**src/bcs_pkg.sv**
```systemverilog
// shared types and codes for the battery contactor sequencer
package bcs_pkg;

	typedef enum logic [3:0] {
		ST_BOOT      = 4'd0,
		ST_LV        = 4'd1,
		ST_ESC       = 4'd2,
		ST_PRECHARGE = 4'd3,
		ST_ENERGIZED = 4'd4,
		ST_DRIVE     = 4'd5,
		ST_FREE      = 4'd6,
		ST_CHARGING  = 4'd7,
		ST_BALANCE   = 4'd8,
		ST_FLT_BMS   = 4'd9,
		ST_FLT_BSPD  = 4'd10,
		ST_FLT_IMD   = 4'd11,
		ST_FLT_CHG   = 4'd12
	} state_t;

	localparam logic [3:0] CMD_TICK = 4'd13;

	typedef struct packed {
		logic [3:0] cmd;
		logic       shutdown_loop_closed;
		logic       air_minus_closed;
		logic       air_plus_closed;
	} req_t;

	typedef struct packed {
		logic [3:0] cur_state;
		logic       air_plus_drive;
		logic       precharge_drive;
		logic       shutdown_drive;
		logic       buzzer_on;
		logic       indicator_on;
		logic       stop_balance;
	} rsp_t;

	typedef struct packed {
		logic air_plus;
		logic precharge;
		logic shutdown;
		logic buzzer;
		logic indicator;
	} ctl_t;

	localparam ctl_t CTL_RESET = '{air_plus: 1'b0, precharge: 1'b0, shutdown: 1'b1,
		buzzer: 1'b0, indicator: 1'b0};
	localparam ctl_t CTL_FAULT = '{air_plus: 1'b0, precharge: 1'b0, shutdown: 1'b0,
		buzzer: 1'b1, indicator: 1'b1};

endpackage

```
**src/bcs_next.sv**
```systemverilog
// next-state, relay and flag logic for one command or tick
module bcs_next import bcs_pkg::*; (
	input  state_t     mode,
	input  ctl_t       ctl,
	input  req_t       item,
	output state_t     nxt_mode,
	output ctl_t       nxt_ctl,
	output logic       stop
);

	logic       tick;
	logic       cmd_ok;
	logic [3:0] eff;
	logic       hard;
	logic       chg_flt;

	assign tick   = (item.cmd == CMD_TICK);
	assign cmd_ok = (item.cmd <= CMD_TICK);

	// a tick turns into the command its sense lines call for
	always_comb begin
		eff = item.cmd;
		if (tick) begin
			unique case (mode) inside
				ST_ESC: begin
					if (!item.shutdown_loop_closed)
						eff = ST_LV;
					else if (item.air_minus_closed && !item.air_plus_closed)
						eff = ST_PRECHARGE;
				end
				ST_PRECHARGE: begin
					if (!item.shutdown_loop_closed || !item.air_minus_closed)
						eff = ST_LV;
					else if (item.air_plus_closed)
						eff = ST_ENERGIZED;
				end
				ST_ENERGIZED, ST_DRIVE: begin
					if (!item.shutdown_loop_closed || !item.air_minus_closed)
						eff = ST_LV;
				end
				ST_CHARGING, ST_BALANCE: begin
					if (!item.air_minus_closed)
						eff = ST_FREE;
				end
				default: eff = item.cmd;
			endcase
		end
	end

	assign hard    = (eff == ST_FLT_BMS) || (eff == ST_FLT_BSPD) || (eff == ST_FLT_IMD);
	// bspd is ignored once off the drive path
	assign chg_flt = (eff == ST_FLT_BMS) || (eff == ST_FLT_IMD);

	// next state
	always_comb begin
		nxt_mode = mode;
		if (cmd_ok) begin
			unique case (mode) inside
				ST_BOOT, ST_LV, ST_ESC, ST_PRECHARGE, ST_ENERGIZED, ST_DRIVE: begin
					if (hard) begin
						case (eff)
							ST_FLT_BMS:  nxt_mode = ST_FLT_BMS;
							ST_FLT_BSPD: nxt_mode = ST_FLT_BSPD;
							default:     nxt_mode = ST_FLT_IMD;
						endcase
					end else begin
						case (mode)
							ST_BOOT: begin
								if (tick || eff == ST_LV)
									nxt_mode = ST_LV;
							end
							ST_LV: begin
								if (eff == ST_ESC)
									nxt_mode = ST_ESC;
								else if (eff == ST_FREE)
									nxt_mode = ST_FREE;
								else if (tick && item.shutdown_loop_closed)
									nxt_mode = ST_ESC;
							end
							ST_ESC: begin
								if (eff == ST_LV)
									nxt_mode = ST_LV;
								else if (eff == ST_PRECHARGE)
									nxt_mode = ST_PRECHARGE;
							end
							ST_PRECHARGE: begin
								if (eff == ST_LV)
									nxt_mode = ST_LV;
								else if (eff == ST_ESC)
									nxt_mode = ST_ESC;
								else if (eff == ST_ENERGIZED)
									nxt_mode = ST_ENERGIZED;
							end
							default: begin
								if (eff == ST_LV)
									nxt_mode = ST_LV;
								else if (eff == ST_ESC)
									nxt_mode = ST_ESC;
								else if (mode == ST_ENERGIZED && eff == ST_DRIVE)
									nxt_mode = ST_DRIVE;
								else if (mode == ST_DRIVE && eff == ST_ENERGIZED)
									nxt_mode = ST_ENERGIZED;
							end
						endcase
					end
				end
				ST_FREE: begin
					if (chg_flt)
						nxt_mode = ST_FLT_CHG;
					else if (eff == ST_FREE || eff == ST_LV)
						nxt_mode = ST_FREE;
					else if (eff == ST_CHARGING)
						nxt_mode = ST_CHARGING;
					else if (eff == ST_BALANCE)
						nxt_mode = ST_BALANCE;
				end
				ST_CHARGING, ST_BALANCE: begin
					if (chg_flt)
						nxt_mode = ST_FLT_CHG;
					else if (eff == ST_LV || eff == ST_FREE)
						nxt_mode = ST_FREE;
				end
				default: nxt_mode = mode;
			endcase
		end
	end

	// relay drives and the balance stop flag
	always_comb begin
		nxt_ctl = ctl;
		stop    = 1'b0;
		if (cmd_ok) begin
			unique case (mode) inside
				ST_BOOT, ST_LV: begin
					if (hard)
						nxt_ctl = CTL_FAULT;
				end
				ST_ESC: begin
					if (hard) begin
						nxt_ctl = CTL_FAULT;
					end else if (eff == ST_PRECHARGE) begin
						nxt_ctl.air_plus  = 1'b0;
						nxt_ctl.precharge = 1'b1;
					end
				end
				ST_PRECHARGE: begin
					if (hard) begin
						nxt_ctl = CTL_FAULT;
					end else if (eff == ST_LV || eff == ST_ESC) begin
						nxt_ctl.air_plus  = 1'b0;
						nxt_ctl.precharge = 1'b0;
					end else if (eff == ST_ENERGIZED) begin
						nxt_ctl.air_plus  = 1'b1;
						nxt_ctl.precharge = 1'b0;
					end
				end
				ST_ENERGIZED, ST_DRIVE: begin
					if (hard) begin
						nxt_ctl = CTL_FAULT;
					end else if (eff == ST_LV || eff == ST_ESC) begin
						nxt_ctl.air_plus  = 1'b0;
						nxt_ctl.precharge = 1'b0;
					end
				end
				ST_FREE: begin
					if (chg_flt)
						nxt_ctl = CTL_FAULT;
					else if (eff == ST_FREE || eff == ST_LV)
						nxt_ctl.air_plus = 1'b0;
					else if (eff == ST_CHARGING)
						nxt_ctl.air_plus = 1'b1;
				end
				ST_CHARGING, ST_BALANCE: begin
					if (chg_flt) begin
						nxt_ctl = CTL_FAULT;
						stop    = (mode == ST_BALANCE);
					end else if (eff == ST_LV || eff == ST_FREE) begin
						nxt_ctl.air_plus  = 1'b0;
						nxt_ctl.precharge = 1'b0;
						stop              = (mode == ST_BALANCE);
					end
				end
				default: begin
					// fault states hold, any command re-asserts the fault outputs
					if (!tick)
						nxt_ctl = CTL_FAULT;
				end
			endcase
		end
	end

endmodule

```
**src/battery_contactor_sequencer_top.sv**
```systemverilog
// battery contactor sequencer: input stage, state registers and result register
//
// req carries one command or process tick per beat; rsp returns one result beat
// per request beat, in order: the state after the item, the relay, buzzer and
// indicator drives, and the stop-balance pulse.
// both channels are valid/ready; a beat moves when valid and ready are high.
// order: a request beat is captured in the input stage; when it leaves the
// input stage its result is written to the output register, which drives
// rsp_valid and rsp.
// throughput: one beat per cycle while rsp_ready stays high, set by the single
// pass of next-state logic between the input stage and the output register.
// the sequencer state is written when an item leaves the input stage, so the
// item right behind it sees the updated state.
// when the receiver stalls, the output register holds its beat, the input
// stage fills and req_ready falls; nothing is dropped.
// reset (arst_n low) returns to boot with all relays open, shutdown relay
// closed, buzzer and indicator off, and both stages empty.
module battery_contactor_sequencer_top import bcs_pkg::*; (
	input  logic clk,
	input  logic arst_n,
	input  logic req_valid,
	output logic req_ready,
	input  req_t req,
	output logic rsp_valid,
	input  logic rsp_ready,
	output rsp_t rsp
);

	req_t   req_s1;
	logic   vld_s1;
	rsp_t   rsp_s2;
	logic   vld_s2;
	state_t mode_q;
	ctl_t   ctl_q;

	state_t nxt_mode;
	ctl_t   nxt_ctl;
	logic   stop;
	logic   adv;

	assign adv       = vld_s1 && (!vld_s2 || rsp_ready);
	assign req_ready = !vld_s1 || adv;

	bcs_next u_next (
		.mode     (mode_q),
		.ctl      (ctl_q),
		.item     (req_s1),
		.nxt_mode (nxt_mode),
		.nxt_ctl  (nxt_ctl),
		.stop     (stop)
	);

	always_ff @(posedge clk or negedge arst_n) begin
		if (!arst_n) begin
			vld_s1 <= 1'b0;
			vld_s2 <= 1'b0;
			mode_q <= ST_BOOT;
			ctl_q  <= CTL_RESET;
		end else begin
			if (req_ready)
				vld_s1 <= req_valid;
			if (adv) begin
				vld_s2 <= 1'b1;
				mode_q <= nxt_mode;
				ctl_q  <= nxt_ctl;
			end else if (rsp_ready) begin
				vld_s2 <= 1'b0;
			end
		end
	end

	always_ff @(posedge clk) begin
		if (req_ready && req_valid)
			req_s1 <= req;
		if (adv) begin
			rsp_s2.cur_state       <= nxt_mode;
			rsp_s2.air_plus_drive  <= nxt_ctl.air_plus;
			rsp_s2.precharge_drive <= nxt_ctl.precharge;
			rsp_s2.shutdown_drive  <= nxt_ctl.shutdown;
			rsp_s2.buzzer_on       <= nxt_ctl.buzzer;
			rsp_s2.indicator_on    <= nxt_ctl.indicator;
			rsp_s2.stop_balance    <= stop;
		end
	end

	assign rsp_valid = vld_s2;
	assign rsp       = rsp_s2;

endmodule

```
**config.mk**
```make
export PLATFORM = sky130hd
export DESIGN_NAME = battery_contactor_sequencer_top
export DESIGN_NICKNAME = d
export VERILOG_FILES = /design/src/bcs_pkg.sv /design/src/bcs_next.sv /design/src/battery_contactor_sequencer_top.sv
export SDC_FILE = /design/constraint.sdc
export NUM_CORES = 1
export LEC_CHECK = 0
export BUFFER_PORTS_ARGS = -buffer_cell sky130_fd_sc_hd__buf_2
export CAP_MARGIN = 25
export CORE_MARGIN = 3
export CORE_UTILIZATION = 50
export CTS_CLUSTER_DIAMETER = 120
export CTS_CLUSTER_SIZE = 40
export DETAILED_ROUTE_END_ITERATION = 8
export GPL_ROUTABILITY_DRIVEN = 0
export PLACE_DENSITY = 0.69
export SYNTH_ARGS = -nofsm -noshare
export SYNTH_HDL_FRONTEND = slang
export SYNTH_SLANG_ARGS = --single-unit
```
**constraint.sdc**
```tcl
create_clock -name clk -period 3.9 [get_ports clk]
set_input_delay 0.39 -clock clk [delete_from_list [all_inputs] [get_ports clk]]
set_output_delay 0.39 -clock clk [all_outputs]
set_load 0.02 [all_outputs]
```
; Word-level counts from Yosys, hierarchy flattened
; Index checks and enable logic that the tools add are counted.
[classes]
magnitude_cmp = 1
n_eq_ne = 20
reduce_logical = 27
muxes = 55
[op_table]
columns = op, n
row1 = 4-bit 2-to-1 mux, 29
row2 = 4-bit by 3-bit equality test with 1-bit output (second input constant), 8
row3 = 4-bit case mux with 4 select lines, 2
row4 = 5-bit case mux with 6 select lines, 1
row5 = 4-bit equality test (second input constant), 6
row6 = 2-bit 2-to-1 mux, 9
row7 = 4-bit by 2-bit equality test with 1-bit output (second input constant), 4
row8 = 5-bit 2-to-1 mux, 3
row9 = 4-bit case mux with 3 select lines, 1
row10 = 1-bit logical OR, 9
row11 = 4-bit by 1-bit equality test with 1-bit output (second input constant), 2
row12 = 1-bit 2-to-1 mux, 7
row13 = 1-bit logical AND, 6
row14 = 3-bit 2-to-1 mux, 2
row15 = 2-bit OR reduction, 3
row16 = 6-bit OR reduction, 1
row17 = 1-bit zero test, 5
row18 = 4-bit <= comparator (second input constant), 1
row19 = 4-bit zero test, 1
row20 = 2-bit case mux with 2 select lines, 1
row21 = 2-bit AND reduction, 1
row22 = 2-bit nonzero test, 1
[totals]
regBits = 28
in_bits = 11

; Depth between registers and ports, before layout
[depth]
depth_word = 16
ltp_mapped = 11
mapped_depth_nobuf = 8

; Hierarchy
; Synthesis repeated with hierarchy kept, for this count alone.
[unflattened]
hier_cells = 203
hier_area_um2 = 1998.2
[modules_own_cells]
columns = module, n_inst, cells_each, area_each_um2
row1 = bcs_next, 1, 159, 1053.5
row2 = battery_contactor_sequencer_top, 1, 44, 944.7

; Least setup slack after synthesis
; OpenSTA, ideal clock, no wires.
[synth_timing]
path_kind = register -> register
startpoint = reg mode_q[0]
endpoint = reg rsp_s2, in the netlist rsp[5] (data pin)
t_arrival_ns = 2.461
stages_incl_launch_ff = 10
setup_time_ns = 0.273
path_slack_ns = 1.167
required_time_ns = 3.627
period_less_slack_ns = 2.733
path_cell_list = dfrtp_1 or4b_4 buf_6 a21oi_4 o211ai_4 a211oi_4 mux2i_1 a21oi_1 o41ai_2 o21ai_0
[synth_lines]
columns = item, line
row1 = start: declaration, battery_contactor_sequencer_top.sv:33  ; state_t mode_q;
row2 = start signal: assignment, battery_contactor_sequencer_top.sv:64  ; mode_q <= nxt_mode;
row3 = end: declaration, battery_contactor_sequencer_top.sv:31  ; rsp_t rsp_s2;

==> Flow_metrics.wiki <==
{| class="wikitable"
! Metric !! Value
|-
| Pre-antenna DRT Iters || 5
|-
| Sequential element share of the synthesized area || 33.11%
|-
| Fraction of power spent switching nets || between 40% and 50%
|-
| Max Clock Skew || 0.008254 ns
|-
| Via count || approximately 2100
|-
| Relative max-transition margin || between 50% and 60%
|-
| Number of global-route vias before repair || 1920
|-
| EDFF count, synth || 17
|-
| Mean post-synth cell area || approximately 9.9 um^2
|-
| DP HPWL || approximately 4.6 mm
|-
| Wire length of the first global-routing pass || roughly 9.9 mm
|-
| Critical Setup Path Class || register to register
|-
| Core box area || 4474 um^2
|-
| Worst reg2reg setup slack || approximately 0.60 ns
|-
| Net switching power figure || around 0.83 mW
|-
| Total wire length || roughly 6 mm
|-
| Minimum clock period after layout || roughly 3.3 ns
|-
| Pleak || 0.8876 nW
|-
| Critical register-to-register path startpoint || mode_q[2]
|-
| Category of the worst setup path capture point || register
|-
| Highest fanout seen on the critical path || 23
|-
| Clock net sink count || 28
|-
| Startpoint of the most critical hold path || req[6]
|-
| Clock root buffer || sky130_fd_sc_hd__clkbuf_8
|-
| Slew Limit Fails || 0
|-
| FP Rows || 24
|-
| HP Class || input port to register
|-
| Full die area || 5618 um^2
|-
| Syn Nets || between 200 and 300
|-
| Die Width || about 75 um
|-
| Final Hold Violating Endpoints || 0
|-
| Number of vias per cell || between 6 and 7
|-
| Number of DRC violations after detailed-routing iteration 0 || roughly 300
|-
| Proportion of power drawn by combinational gates || about three fifths
|-
| Area used by multi-input combinational logic || 1408 um^2
|-
| Final Worst Setup Slack || 0.6043 ns
|-
| Number of setup violations in the final report || 0
|-
| Share of the core filled with cells in the final layout || between 50% and 60%
|-
| Post-layout total power || 1.731 mW
|-
| Post-synth cell types || ~80
|-
| Post-synth design cell area || about 2400 um^2
|-
| Antenna viol nets, final || 0
|-
| Die boundary height || between 70 and 80 um
|-
| Largest net degree at the start of global routing || 24
|-
| Clock share of power || 13.1%
|-
| Max-cap violation count || 0
|-
| Post-route cell area || between 2000 and 3000 um^2
|-
| Register cell area after layout || between 700 and 800 um^2
|-
| Final period utilization || between 80 and 90%
|-
| Setup Fix Bufs, Post-CTS || 0
|-
| Hold path endpoint || req_s1[6]
|-
| CTS clk-pin slew, worst paths || approximately 0.10 ns
|-
| R2R depth || 8
|-
| Largest voltage drop on the vdd net || 380.7 uV
|-
| Endpoint required time on the critical path || 3.92 ns
|-
| Max Root-Sink Buffers || 2
|-
| Signed area change from the synthesized netlist to the final layout || 5.632%
|-
| Fillcell total || between 300 and 400
|-
| Port Buffers || 22
|-
| Number of warnings reported in the yosys synthesis log || 0
|-
| GRT Total Usage || around 23%
|-
| Actual slew at the worst max-slew pin || 0.6940 ns
|-
| Cell area after placement || around 2400 um^2
|-
| Share of synthesized flip-flops with an asynchronous set or reset || a little under 40%
|-
| Synthesized instance count || 240
|-
| Endpoint of the worst register-to-register path || rsp[5]
|-
| Aggregate negative setup slack || 0 ns
|-
| Maximum clock frequency || between 300 and 400 MHz
|-
| Cell-internal power || 0.8967 mW
|-
| Diodes inserted || 0
|-
| Clock tree from TritonCTS || done
|-
| Initial antenna violation count || 0
|-
| DRC violation count after routing || 0
|-
| Kind of launch point of the worst setup path || register
|-
| Unrepaired setup endpoints after global routing || no
|-
| Global-route congestion overflow total || 0
|-
| Insertion delay of the later-clocked pin in the worst-skew pair || 0.28 ns
|-
| Power Dens Cells || roughly 690 nW/um^2
|-
| Avg WL per Cell || 19.67 um
|-
| Share of final-layout standard cells stronger than drive strength 1 || 28.02%
|-
| Dpl ws || about 0.68 ns
|-
| Part of the total power dissipated in sequential elements || between 20% and 30%
|-
| Arrival time at the worst endpoint || around 3.3 ns
|-
| Initial Utilization || between 50% and 60%
|-
| Outcome || finished, final reports clean
|-
| Number of placed I/O pins || 23
|-
| Yosys reg bits || 28
|-
| Instance count along the most critical hold path || 1
|-
| Inserted Clock Buffers || 3
|-
| Primary flip-flop cell chosen by synthesis mapping || sky130_fd_sc_hd__edfxtp_1
|-
| Post-layout net count || between 200 and 300
|-
| Number of levels in the clock H-tree || 1
|}
## layout by cell type (no fill, tap or decap), types with 2 or more instances in the layout
master and n:
sky130_fd_sc_hd__clkbuf_8 3, sky130_fd_sc_hd__a21oi_1 18, sky130_fd_sc_hd__o311ai_0 2, sky130_fd_sc_hd__a211oi_1 3
sky130_fd_sc_hd__a211oi_2 3, sky130_fd_sc_hd__a41oi_1 3, sky130_fd_sc_hd__buf_2 22, sky130_fd_sc_hd__o31ai_1 3
sky130_fd_sc_hd__dfrtp_1 10, sky130_fd_sc_hd__buf_4 4, sky130_fd_sc_hd__nand3_1 3, sky130_fd_sc_hd__inv_1 8
sky130_fd_sc_hd__a211oi_4 2, sky130_fd_sc_hd__nor3_1 7, sky130_fd_sc_hd__a31oi_1 9, sky130_fd_sc_hd__o21bai_1 2
sky130_fd_sc_hd__edfxtp_1 17, sky130_fd_sc_hd__xnor2_1 2, sky130_fd_sc_hd__nand2b_1 8, sky130_fd_sc_hd__a31o_2 2
sky130_fd_sc_hd__o211ai_1 6, sky130_fd_sc_hd__o21ai_1 4, sky130_fd_sc_hd__o21a_1 4, sky130_fd_sc_hd__and2_1 2
sky130_fd_sc_hd__nand2_1 17, sky130_fd_sc_hd__nor2_1 22, sky130_fd_sc_hd__nor3_2 3, sky130_fd_sc_hd__o21ai_0 11
sky130_fd_sc_hd__nor4_2 2, sky130_fd_sc_hd__and3b_1 2, sky130_fd_sc_hd__a21oi_4 2, sky130_fd_sc_hd__mux2_2 2
sky130_fd_sc_hd__a21o_2 2, sky130_fd_sc_hd__nand4b_1 2
## registers in the layout, summed over array words and instances (netlist names)
name / cells
rsp: 10
req_s1: 7
ctl_q: 5
mode_q: 4
rsp_valid: 1
vld_s1: 1
## worst max path at each step
stage,startpoint,end,slack (ns),depth (start not counted)
final,mode_q[2],rsp[5],0.60,8
after global routing,mode_q[2],rsp[5],0.43,8
after CTS,mode_q[2],rsp[5],0.66,8
after detailed placement,mode_q[2],rsp[5],0.68,8
after global placement,mode_q[2],rsp[5],0.75,8
after floorplan,mode_q[0],rsp[5],1.17,9
## cell usage after synthesis (3+ instances only)
cell type | count | share of area (%)
sky130_fd_sc_hd__nor2_1 | 22 | 3.5
sky130_fd_sc_hd__a21oi_1 | 18 | 3.8
sky130_fd_sc_hd__edfxtp_1 | 17 | 21
sky130_fd_sc_hd__nand2_1 | 17 | 2.7
sky130_fd_sc_hd__o21ai_0 | 11 | 2.3
sky130_fd_sc_hd__dfrtp_1 | 10 | 11
sky130_fd_sc_hd__a31oi_1 | 9 | 2.4
sky130_fd_sc_hd__inv_1 | 8 | 1.3
sky130_fd_sc_hd__nand2b_1 | 8 | 2.1
sky130_fd_sc_hd__clkbuf_8 | 7 | 4.1
sky130_fd_sc_hd__nor3_1 | 7 | 1.5
sky130_fd_sc_hd__o211ai_1 | 6 | 1.9
sky130_fd_sc_hd__o21a_1 | 4 | 1.3
sky130_fd_sc_hd__o21ai_1 | 4 | 0.84
sky130_fd_sc_hd__a211oi_1 | 3 | 0.95
sky130_fd_sc_hd__a211oi_2 | 3 | 1.6
sky130_fd_sc_hd__a41oi_1 | 3 | 1.1
sky130_fd_sc_hd__buf_4 | 3 | 0.95
sky130_fd_sc_hd__nand3_1 | 3 | 0.63
sky130_fd_sc_hd__nor3_2 | 3 | 1.3
sky130_fd_sc_hd__o31ai_1 | 3 | 0.95
## cell families (layout without fill, tap and decap cells)
group / count (synthesis) / in the layout / share of synthesized area (%)
AO/OA/AOI/OAI: 99 / 99 / 35.58
XOR/XNOR: 2 / 2 / 0.7370
adder cells (fa/ha/maj): 1 / 1 / 0.4737
buffers and inverters: 22 / 39 / 7.684
flip-flops: 28 / 28 / 33.11
multiplexers: 3 / 3 / 1.368
AND/OR/NAND/NOR: 85 / 85 / 21.05
## through the flow
step / std cells / hold WS [ns]
after floorplan: 240 / 0.09441
after CTS: 309 / 0.2784
after global placement: 304 / 0.2689
after global routing: 309 / 0.2739
final: 309 / 0.2870
after detailed placement: 304 / 0.2693
## critical path, cell delays in order, from the launching register on
cell and delay (ns):
sky130_fd_sc_hd__dfrtp_1 0.64, sky130_fd_sc_hd__or4b_1 0.64, sky130_fd_sc_hd__nor3_2 0.28, sky130_fd_sc_hd__o211ai_4 0.14, sky130_fd_sc_hd__a211oi_4 0.31, sky130_fd_sc_hd__mux2i_1 0.44
sky130_fd_sc_hd__a21oi_1 0.12, sky130_fd_sc_hd__o41ai_2 0.32, sky130_fd_sc_hd__o21ai_0 0.15
## per-layer routing
layer,wire length (um),global-route usage [%]
met5,0,0
met2,2703,35.01
met1,2674,33.47
met4,162,6.917
met3,538,3.738
## power groups by stage
stage / Combinational (mW) / Clock [mW] / Sequential, mW
3_5_place_dp: 0.978 / 0 / 0.497
5_1_grt: 1.09 / 0.242 / 0.505
4_1_cts: 0.983 / 0.232 / 0.492
2_1_floorplan: 0.850 / 0 / 0.452
6_report: 1.01 / 0.227 / 0.495
3_3_place_gp: 0.980 / 0 / 0.492
## layout make-up
type / instances / area share [%]
Sequential cell: 28 / 31.34
Clock inverter: 1 / 1.196
Timing Repair Buffer: 27 / 5.979
Clock buffer: 3 / 1.644
Multi-Input combinational cell: 190 / 56.05
Inverter: 8 / 1.196
Tap cell: 52 / 2.591
## timing repair
item	4_1_cts	5_1_grt
hold buffers	1	0
gates resized for setup	0	0
endpoints found under the hold margin	10	0
Power figures use the tool's default switching activity.
